File: src/rtl/isim_pkg.sv
// Package for the interval set insert/merge unit.
// Types, codes and widths shared by the interfaces, the compare unit and the top level.
package isim_pkg;

  localparam int VAL_W    = 31;
  localparam int STATUS_W = 3;
  localparam int RCNT_W   = 6;

  typedef logic [VAL_W-1:0] val_t;

  typedef enum logic [STATUS_W-1:0] {
    ST_NEW       = 3'd0,
    ST_EXT_START = 3'd1,
    ST_EXT_END   = 3'd2,
    ST_MERGED    = 3'd3,
    ST_COVERED   = 3'd4,
    ST_FULL      = 3'd5,
    ST_DUMP      = 3'd6
  } status_t;

  typedef enum logic {
    ACT_ADD  = 1'b0,
    ACT_DUMP = 1'b1
  } action_t;

  typedef struct packed {
    val_t lo;
    val_t hi;
  } ent_t;

  typedef struct packed {
    logic below;
    logic covered;
    logic touch_hi;
    logic touch_lo;
  } cmp_t;

  typedef enum logic [3:0] {
    S_IDLE,
    S_SCAN_RD,
    S_SCAN_CK,
    S_NEXT_CK,
    S_DN_RD,
    S_DN_WR,
    S_UP_RD,
    S_UP_WR,
    S_DP_RD,
    S_DP_WT,
    S_EMIT
  } state_t;

endpackage

File: src/rtl/isim_if.sv
// Valid/ready channel interfaces for the interval set unit.
// Depends on isim_pkg for field types.
interface isim_in_if import isim_pkg::*; ();
  logic valid;
  logic ready;
  logic action;
  val_t value;

  modport source(output valid, action, value, input ready);
  modport sink(input valid, action, value, output ready);
endinterface

interface isim_out_if import isim_pkg::*; ();
  logic                valid;
  logic                ready;
  logic [STATUS_W-1:0] status;
  val_t                range_low;
  val_t                range_high;
  logic                range_valid;
  logic [RCNT_W-1:0]   range_count;
  logic                last;

  modport source(output valid, status, range_low, range_high, range_valid, range_count, last,
                 input ready);
  modport sink(input valid, status, range_low, range_high, range_valid, range_count, last,
               output ready);
endinterface

File: src/rtl/isim_ram.sv
// Generic single-write, single-read RAM with registered read data.
// No dependencies.
module isim_ram #(
  parameter int WIDTH = 62,
  parameter int DEPTH = 32
) (
  input  logic                     clk,
  input  logic                     we,
  input  logic [$clog2(DEPTH)-1:0] waddr,
  input  logic [WIDTH-1:0]         wdata,
  input  logic                     re,
  input  logic [$clog2(DEPTH)-1:0] raddr,
  output logic [WIDTH-1:0]         rdata
);

  logic [WIDTH-1:0] mem_r [DEPTH];
  logic [WIDTH-1:0] rdata_r;

  always_ff @(posedge clk) begin
    if (we) begin
      mem_r[waddr] <= wdata;
    end
    if (re) begin
      rdata_r <= mem_r[raddr];
    end
  end

  assign rdata = rdata_r;

endmodule

File: src/rtl/isim_cmp.sv
// Shared compare unit: relates one value to one stored interval.
// Depends on isim_pkg. The below and touch compares are one bit wider than the value.
module isim_cmp import isim_pkg::*; (
  input  val_t v,
  input  ent_t e,
  output cmp_t flags
);

  logic [VAL_W:0] v_x;
  logic [VAL_W:0] lo_x;
  logic [VAL_W:0] hi_p1;
  logic [VAL_W:0] v_p1;

  assign v_x   = {1'b0, v};
  assign lo_x  = {1'b0, e.lo};
  assign hi_p1 = {1'b0, e.hi} + {{VAL_W{1'b0}}, 1'b1};
  assign v_p1  = v_x + {{VAL_W{1'b0}}, 1'b1};

  assign flags.below    = hi_p1 < v_x;
  assign flags.covered  = (e.lo <= v) && (v <= e.hi);
  assign flags.touch_hi = hi_p1 == v_x;
  assign flags.touch_lo = lo_x == v_p1;

endmodule

File: src/rtl/interval_set_insert_merge_unit.sv
// Top level of the interval set insert/merge unit: sequencer, entry RAM, output register.
// Depends on isim_pkg, isim_if, isim_ram and isim_cmp.
//
// Keeps up to MAX_INTERVALS sorted, disjoint, non-touching closed intervals in one RAM
// of {start, end} pairs, and works on one transaction at a time (in_ch.ready is low while
// busy). An add scans the table from the lowest entry through one RAM read port and one
// shared comparator; a new entry or a merge then moves the entries above the insertion
// point by one place. The result status is loaded into the output register.
// A dump reads the stored intervals from the lowest up and emits one result per interval,
// waiting while the result side stalls.
// No clearing pass follows reset; the unit is ready on the first cycle after reset.
module interval_set_insert_merge_unit import isim_pkg::*; #(
  parameter int MAX_INTERVALS = 32
) (
  input  logic              clk,
  input  logic              rst_n,
  isim_in_if.sink           in_ch,
  isim_out_if.source        out_ch
);

  localparam int AW = $clog2(MAX_INTERVALS);
  localparam int CW = $clog2(MAX_INTERVALS + 1);
  localparam logic [CW-1:0] ONE  = CW'(1);
  localparam logic [CW-1:0] TWO  = CW'(2);
  localparam logic [CW-1:0] FULL = CW'(MAX_INTERVALS);

  state_t          state_r, state_nxt;
  logic [CW-1:0]   count_r, count_nxt;
  logic [CW-1:0]   idx_r, idx_nxt;
  logic [CW-1:0]   k_r, k_nxt;
  val_t            v_r, v_nxt;
  ent_t            cur_r, cur_nxt;
  status_t         st_r, st_nxt;

  logic            out_valid_r, out_valid_nxt;
  status_t         out_status_r, out_status_nxt;
  val_t            out_lo_r, out_lo_nxt;
  val_t            out_hi_r, out_hi_nxt;
  logic            out_rv_r, out_rv_nxt;
  logic [CW-1:0]   out_cnt_r, out_cnt_nxt;
  logic            out_last_r, out_last_nxt;

  logic            ram_we, ram_re;
  logic [AW-1:0]   ram_waddr, ram_raddr;
  ent_t            ram_wdata, ram_rdata;
  cmp_t            flags;

  logic            out_free;
  logic [CW-1:0]   idx_p1, idx_p2, k_m1, k_p1;

  assign out_free = !out_valid_r || out_ch.ready;
  assign idx_p1   = idx_r + ONE;
  assign idx_p2   = idx_r + TWO;
  assign k_m1     = k_r - ONE;
  assign k_p1     = k_r + ONE;

  isim_ram #(
    .WIDTH ($bits(ent_t)),
    .DEPTH (MAX_INTERVALS)
  ) u_ram (
    .clk   (clk),
    .we    (ram_we),
    .waddr (ram_waddr),
    .wdata (ram_wdata),
    .re    (ram_re),
    .raddr (ram_raddr),
    .rdata (ram_rdata)
  );

  isim_cmp u_cmp (
    .v     (v_r),
    .e     (ram_rdata),
    .flags (flags)
  );

  always_comb begin
    state_nxt      = state_r;
    count_nxt      = count_r;
    idx_nxt        = idx_r;
    k_nxt          = k_r;
    v_nxt          = v_r;
    cur_nxt        = cur_r;
    st_nxt         = st_r;
    out_valid_nxt  = out_valid_r && !out_ch.ready;
    out_status_nxt = out_status_r;
    out_lo_nxt     = out_lo_r;
    out_hi_nxt     = out_hi_r;
    out_rv_nxt     = out_rv_r;
    out_cnt_nxt    = out_cnt_r;
    out_last_nxt   = out_last_r;
    ram_we         = 1'b0;
    ram_waddr      = idx_r[AW-1:0];
    ram_wdata      = ram_rdata;
    ram_re         = 1'b0;
    ram_raddr      = idx_r[AW-1:0];
    in_ch.ready    = 1'b0;

    unique case (state_r)
      S_IDLE: begin
        in_ch.ready = 1'b1;
        if (in_ch.valid) begin
          v_nxt   = in_ch.value;
          idx_nxt = '0;
          k_nxt   = '0;
          if (action_t'(in_ch.action) == ACT_DUMP) begin
            if (count_r == '0) begin
              st_nxt    = ST_DUMP;
              state_nxt = S_EMIT;
            end else begin
              state_nxt = S_DP_RD;
            end
          end else begin
            state_nxt = S_SCAN_RD;
          end
        end
      end

      S_SCAN_RD: begin
        if (idx_r < count_r) begin
          ram_re    = 1'b1;
          state_nxt = S_SCAN_CK;
        end else if (count_r == FULL) begin
          st_nxt    = ST_FULL;
          state_nxt = S_EMIT;
        end else begin
          k_nxt     = count_r;
          state_nxt = S_UP_RD;
        end
      end

      S_SCAN_CK: begin
        cur_nxt = ram_rdata;
        if (flags.below) begin
          idx_nxt   = idx_p1;
          state_nxt = S_SCAN_RD;
        end else if (flags.covered) begin
          st_nxt    = ST_COVERED;
          state_nxt = S_EMIT;
        end else if (flags.touch_hi) begin
          if (idx_p1 < count_r) begin
            ram_re    = 1'b1;
            ram_raddr = idx_p1[AW-1:0];
            state_nxt = S_NEXT_CK;
          end else begin
            ram_we    = 1'b1;
            ram_wdata = '{lo: ram_rdata.lo, hi: v_r};
            st_nxt    = ST_EXT_END;
            state_nxt = S_EMIT;
          end
        end else if (flags.touch_lo) begin
          ram_we    = 1'b1;
          ram_wdata = '{lo: v_r, hi: ram_rdata.hi};
          st_nxt    = ST_EXT_START;
          state_nxt = S_EMIT;
        end else if (count_r == FULL) begin
          st_nxt    = ST_FULL;
          state_nxt = S_EMIT;
        end else begin
          k_nxt     = count_r;
          state_nxt = S_UP_RD;
        end
      end

      S_NEXT_CK: begin
        ram_we = 1'b1;
        if (flags.touch_lo) begin
          ram_wdata = '{lo: cur_r.lo, hi: ram_rdata.hi};
          k_nxt     = idx_p2;
          state_nxt = S_DN_RD;
        end else begin
          ram_wdata = '{lo: cur_r.lo, hi: v_r};
          st_nxt    = ST_EXT_END;
          state_nxt = S_EMIT;
        end
      end

      S_DN_RD: begin
        if (k_r < count_r) begin
          ram_re    = 1'b1;
          ram_raddr = k_r[AW-1:0];
          state_nxt = S_DN_WR;
        end else begin
          count_nxt = count_r - ONE;
          st_nxt    = ST_MERGED;
          state_nxt = S_EMIT;
        end
      end

      S_DN_WR: begin
        ram_we    = 1'b1;
        ram_waddr = k_m1[AW-1:0];
        k_nxt     = k_p1;
        state_nxt = S_DN_RD;
      end

      S_UP_RD: begin
        if (k_r > idx_r) begin
          ram_re    = 1'b1;
          ram_raddr = k_m1[AW-1:0];
          state_nxt = S_UP_WR;
        end else begin
          ram_we    = 1'b1;
          ram_wdata = '{lo: v_r, hi: v_r};
          count_nxt = count_r + ONE;
          st_nxt    = ST_NEW;
          state_nxt = S_EMIT;
        end
      end

      S_UP_WR: begin
        ram_we    = 1'b1;
        ram_waddr = k_r[AW-1:0];
        k_nxt     = k_m1;
        state_nxt = S_UP_RD;
      end

      S_DP_RD: begin
        ram_re    = 1'b1;
        ram_raddr = k_r[AW-1:0];
        state_nxt = S_DP_WT;
      end

      S_DP_WT: begin
        if (out_free) begin
          out_valid_nxt  = 1'b1;
          out_status_nxt = ST_DUMP;
          out_lo_nxt     = ram_rdata.lo;
          out_hi_nxt     = ram_rdata.hi;
          out_rv_nxt     = 1'b1;
          out_cnt_nxt    = count_r;
          out_last_nxt   = k_p1 == count_r;
          k_nxt          = k_p1;
          state_nxt      = (k_p1 == count_r) ? S_IDLE : S_DP_RD;
        end
      end

      S_EMIT: begin
        if (out_free) begin
          out_valid_nxt  = 1'b1;
          out_status_nxt = st_r;
          out_lo_nxt     = '0;
          out_hi_nxt     = '0;
          out_rv_nxt     = 1'b0;
          out_cnt_nxt    = count_r;
          out_last_nxt   = 1'b1;
          state_nxt      = S_IDLE;
        end
      end

      default: begin
        state_nxt = S_IDLE;
      end
    endcase
  end

  always_ff @(posedge clk) begin
    if (!rst_n) begin
      state_r     <= S_IDLE;
      count_r     <= '0;
      out_valid_r <= 1'b0;
    end else begin
      state_r     <= state_nxt;
      count_r     <= count_nxt;
      out_valid_r <= out_valid_nxt;
    end
  end

  always_ff @(posedge clk) begin
    idx_r        <= idx_nxt;
    k_r          <= k_nxt;
    v_r          <= v_nxt;
    cur_r        <= cur_nxt;
    st_r         <= st_nxt;
    out_status_r <= out_status_nxt;
    out_lo_r     <= out_lo_nxt;
    out_hi_r     <= out_hi_nxt;
    out_rv_r     <= out_rv_nxt;
    out_cnt_r    <= out_cnt_nxt;
    out_last_r   <= out_last_nxt;
  end

  assign out_ch.valid       = out_valid_r;
  assign out_ch.status      = out_status_r;
  assign out_ch.range_low   = out_lo_r;
  assign out_ch.range_high  = out_hi_r;
  assign out_ch.range_valid = out_rv_r;
  assign out_ch.range_count = RCNT_W'(out_cnt_r);
  assign out_ch.last        = out_last_r;

  a_count_bound: assert property (@(posedge clk) disable iff (!rst_n)
    count_r <= FULL)
    else $error("entry count above table size");

  a_busy_after_accept: assert property (@(posedge clk) disable iff (!rst_n)
    in_ch.valid && in_ch.ready |=> state_r != S_IDLE)
    else $error("sequencer idle right after a transaction was taken");

  a_write_in_table: assert property (@(posedge clk) disable iff (!rst_n)
    ram_we |-> (CW'(ram_waddr) <= count_r))
    else $error("entry write beyond the filled part of the table");

  a_count_step: assert property (@(posedge clk) disable iff (!rst_n)
    state_r != S_UP_RD && state_r != S_DN_RD |=> count_r == $past(count_r))
    else $error("entry count changed outside an insert or merge");

endmodule

File: src/flat_wrapper.sv
// flat-port wrapper written by rule: the top's interface ports become plain ports
module interval_set_insert_merge_unit_flat import isim_pkg::*;
#(
  parameter int MAX_INTERVALS = 32
)
  (clk, rst_n, in_ch_valid, in_ch_action, in_ch_value, in_ch_ready, out_ch_valid, out_ch_status, out_ch_range_low, out_ch_range_high, out_ch_range_valid, out_ch_range_count, out_ch_last, out_ch_ready);
  isim_in_if in_ch_i ();
  isim_out_if out_ch_i ();
  input  logic clk;
  input  logic rst_n;
  input wire logic [$bits(in_ch_i.valid)-1:0] in_ch_valid;
  input wire logic [$bits(in_ch_i.action)-1:0] in_ch_action;
  input wire logic [$bits(in_ch_i.value)-1:0] in_ch_value;
  output wire logic [$bits(in_ch_i.ready)-1:0] in_ch_ready;
  output wire logic [$bits(out_ch_i.valid)-1:0] out_ch_valid;
  output wire logic [$bits(out_ch_i.status)-1:0] out_ch_status;
  output wire logic [$bits(out_ch_i.range_low)-1:0] out_ch_range_low;
  output wire logic [$bits(out_ch_i.range_high)-1:0] out_ch_range_high;
  output wire logic [$bits(out_ch_i.range_valid)-1:0] out_ch_range_valid;
  output wire logic [$bits(out_ch_i.range_count)-1:0] out_ch_range_count;
  output wire logic [$bits(out_ch_i.last)-1:0] out_ch_last;
  input wire logic [$bits(out_ch_i.ready)-1:0] out_ch_ready;
  assign in_ch_i.valid = in_ch_valid;
  assign in_ch_i.action = in_ch_action;
  assign in_ch_i.value = in_ch_value;
  assign in_ch_ready = in_ch_i.ready;
  assign out_ch_valid = out_ch_i.valid;
  assign out_ch_status = out_ch_i.status;
  assign out_ch_range_low = out_ch_i.range_low;
  assign out_ch_range_high = out_ch_i.range_high;
  assign out_ch_range_valid = out_ch_i.range_valid;
  assign out_ch_range_count = out_ch_i.range_count;
  assign out_ch_last = out_ch_i.last;
  assign out_ch_i.ready = out_ch_ready;
  interval_set_insert_merge_unit #(.MAX_INTERVALS(MAX_INTERVALS)) u_core (.clk(clk), .rst_n(rst_n), .in_ch(in_ch_i), .out_ch(out_ch_i));
endmodule
File: config.mk
export PLATFORM = sky130hd
export DESIGN_NAME = interval_set_insert_merge_unit_flat
export DESIGN_NICKNAME = d
export VERILOG_FILES = /design/src/rtl/isim_pkg.sv /design/src/rtl/isim_if.sv /design/src/rtl/isim_ram.sv /design/src/rtl/isim_cmp.sv /design/src/rtl/interval_set_insert_merge_unit.sv /design/src/flat_wrapper.sv
export SDC_FILE = /design/constraint.sdc
export NUM_CORES = 2
export LEC_CHECK = 0
export ABC_AREA = 0
export BUFFER_PORTS_ARGS = -buffer_cell sky130_fd_sc_hd__buf_4
export CAP_MARGIN = 10
export CORE_MARGIN = 5
export CORE_UTILIZATION = 51
export DETAILED_ROUTE_END_ITERATION = 16
export PLACE_DENSITY = 0.67
export SYNTH_ARGS = -nofsm -noshare
export SYNTH_HDL_FRONTEND = slang
export SYNTH_SLANG_ARGS = --single-unit
File: constraint.sdc
create_clock -name clk -period 15.65 [get_ports clk]
set_input_delay 3.13 -clock clk [delete_from_list [all_inputs] [get_ports clk]]
set_output_delay 3.13 -clock clk [all_outputs]
set_load 0.01 [all_outputs]
==> run metrics <==
Synth cell types 78; Syn Inst Count 6,496; initial core utilization ~51%; CP arrival between 9 and 10 ns; pre-CTS WS 7.33 ns; Comb pwr share a little over two fifths; dpl cell area about 0.096 sq mm; Sinks on Clock Net approximately 2,200; Area growth, synth to finish 12.6%; Worst VDD drop ~0.30 mV; predominant post-synthesis flop cell edfxtp_1; Slew Limit Fails 0; final hold viol count 0; cts bufs inserted approximately 210; Final Core Density ~58%; min-delay src u_core.u_ram.rdata[31]; post-CTS setup buffer count 0; # nets final just under 7,000; M1 WL around 110,000 um; post-cts resize count 0; All-Layer GR Usage a little under 30%; FMAX around 120 MHz; ANT nets after route 0; max cap viols 0; Routed WL roughly 280,000 um; row count 155; largest net degree at the start of global routing 190; DRC 0; initial antenna violation count 8; Startpoint Class register; core area ~0.18 sq mm; Net Switching 10,400 uW; DR vias a little under 60,000; ys async rst share 0%; Yosys Warn Count 0; Crit Path Class register to register; post-synthesis sequential area ratio 72.4%; share of cells above drive strength 1 11.2%; vias per cell about 6.4; CP Capture Type register; share of total power in the clock network 20.7%; RR Startpoint u_core.u_ram.rdata[2]; #FFs+latches synth ~2,200; post-synth top area share 72.2%; I/O pin cnt 111; htree depth 4; dominant cell type by area after synthesis edfxtp_1; TritonCTS clock tree done; Synth Area per Inst approximately 14 sq um; CP max FO 62; internal reg-to-reg setup slack between 7 and 8 ns; max layer used met5; Remaining Overflow, GRT 0; Slowest cell on crit path and3_4; clk_lat worst skew between 0.8 and 0.9 ns; Post-Layout Cell Count a little over 9,000; r2r endpoint u_core.u_ram.rdata[21]; clock skew about 0.049 ns; Max Root-Sink Buffers 3; ranking of synthesized cells by area edfxtp_1 72%, mux2i_1 5.8%, nand2_1 5.5%; Slew @ Worst Pin approximately 1.3 ns; Setup violations, final 0; clock slew at reported path FFs 0.06 ns; CP max stage delay 1.03 ns; status finished, final reports clean; synthesized area 0.0914 sq mm; final worst slack about 7.0 ns; Slew Limit Headroom 11.9%; most common cell after layout, fill and taps aside edfxtp_1; vias in the first global route 55,550; Lkg Pwr around 0.035 uW; Pwr Density 241 mW/mm^2; crit path cell chain inv_1 -> nor3_1 -> and3_1 -> nand3_1 -> nor2_1 -> and3_1 -> and2_1 -> nand3_1 -> xnor2_1 -> ha_1 -> nand4_1 -> inv_1 -> a221oi_1 -> o211ai_1 -> nor2_1 -> a211oi_1 -> o211ai_1 -> buf_4 -> and3_4 -> buf_4 -> buf_4 -> a32oi_1 -> nand4_1 -> nand4_1; Seq pwr share 35.4%; worst r2r path cells 24; design area just over 0.1 sq mm; drt initial violations between 9,000 and 10,000; Mapped Nets 6,658; clock root cell clkbuf_16; commonest cells after routing, fill and taps aside 2,196 x edfxtp_1, 1,331 x nand2_1, 551 x nand3_1; die area approximately 0.19 sq mm; Sw Ratio 42.1%; die height roughly 430 um; Pint between 10,000 and 15,000 uW; drt pass-1 iters 7; Tmin final 8.64 ns; hold path cells 0; CP Data Required Time 16.24 ns; PortBufs 110; DP Cell Count roughly 8,700; worst hold-check path type register to register; Final Cycle Share 55.2%; gpl congestion approximately 0.97; global-route wire length before repair about 390,000 um; Die X 433 um; DR WL/cell 30.5 um; Post-DP HPWL approximately 150,000 um; RSZ-0062 raised after global routing false; Post-synth EDFFs 2,196; setup_tns 0 ns; CTS Hold Bufs 0; routed length on met2 around 130,000 um; DR WL met3 roughly 30,000 um; Hold Path End u_core.cur_r[31]
-- through the flow --
step	total power, uW	hold WS [ns]
detailed placement	19300	0.493
finish	24700	0.499
global route	25700	0.502
floorplan	15400	0.449
CTS	24400	0.496
global placement	19100	0.467
-- worst max path at each step --
stage / startpoint / slack, ns / end / cells past startpoint
5_1_grt: u_core.u_ram.rdata[2] / 6.63 / u_core.u_ram.rdata[21] / 24
3_5_place_dp: u_core.u_ram.rdata[2] / 7.33 / u_core.u_ram.rdata[21] / 23
6_report: u_core.u_ram.rdata[2] / 7.01 / u_core.u_ram.rdata[21] / 24
4_1_cts: u_core.u_ram.rdata[2] / 7.26 / u_core.u_ram.rdata[21] / 23
3_3_place_gp: u_core.u_ram.rdata[2] / 7.43 / u_core.u_ram.rdata[21] / 24
2_1_floorplan: u_core.u_ram.rdata[2] / 8.71 / u_core.u_ram.mem_r[15][0] / 21
-- critical path: cells and delay by family, from the launching register on --
kind                     cells  cell delay (ns)
AO/OA/AOI/OAI                5             1.19
adder cells (fa/ha/maj)      1             0.31
XOR/XNOR                     1             0.16
AND/OR/NAND/NOR             12             3.77
buffers and inverters        5             2.28
flip-flops                   1             0.45
-- sequential cells by signal (all words and copies together), names as in the netlist --
register / cells
u_core.count_r: 6
u_core.cur_r: 31
u_core.idx_r: 6
u_core.k_r: 6
u_core.out_ch.last: 1
u_core.out_ch.range_count: 6
u_core.out_ch.range_high: 31
u_core.out_ch.range_low: 31
u_core.out_ch.range_valid: 1
u_core.out_ch.status: 3
u_core.out_ch.valid: 1
u_core.st_r: 3
u_core.state_r: 4
u_core.u_ram.mem_r: 1984
u_core.u_ram.rdata: 62
u_core.v_r: 31
-- logic make-up after synthesis --
group | after synthesis | synth area share [%]
adder cells (fa/ha/maj) | 127 | 1.74
multiplexers | 559 | 6.17
buffers and inverters | 471 | 2.02
XOR/XNOR | 94 | 0.901
AO/OA/AOI/OAI | 615 | 4.92
AND/OR/NAND/NOR | 2423 | 11.8
flip-flops | 2207 | 72.4
-- layer usage --
| layer | vias to the layer above | track usage [%] |
|---|---|---|
| met5 | - | 0 |
| met4 | 2 | 15.6 |
| met3 | 749 | 5.04 |
| met2 | 3778 | 44.2 |
| met1 | 29504 | 40.6 |
| li1 | 24925 | - |
-- Yosys cell counts (all sizes together), types with 38 or more instances --
| cell | number |
|---|---|
| edfxtp | 2196 |
| nand2 | 1332 |
| nand3 | 556 |
| mux2i | 527 |
| clkbuf | 295 |
| nand4 | 223 |
| nor2 | 155 |
| a21oi | 144 |
| a32oi | 126 |
| ha | 125 |
| o2111ai | 125 |
| inv | 89 |
| buf | 86 |
| o21ai | 77 |
| xnor2 | 64 |
| and2 | 38 |
-- cell type report --
type | instances | area [sq um]
sequential | 2207 | 66200
antenna | 2 | 5.00
inverter | 90 | 338
fill | 13551 | 75400
multi-input combinational | 3818 | 24000
clock inverter | 144 | 1520
tap | 2355 | 2950
clock buffer | 248 | 5460
timing repair buffer | 293 | 2450
-- power groups by stage --
stage / Sequential, uW / Combinational [uW] / Clock, uW
floorplan: 8690 / 6680 / 0
global placement: 8880 / 10200 / 0
detailed placement: 8890 / 10400 / 0
CTS: 8770 / 10500 / 5170
global route: 8760 / 11500 / 5430
finish: 8770 / 10800 / 5130
Note: power is estimated with default switching activity, not from simulation.
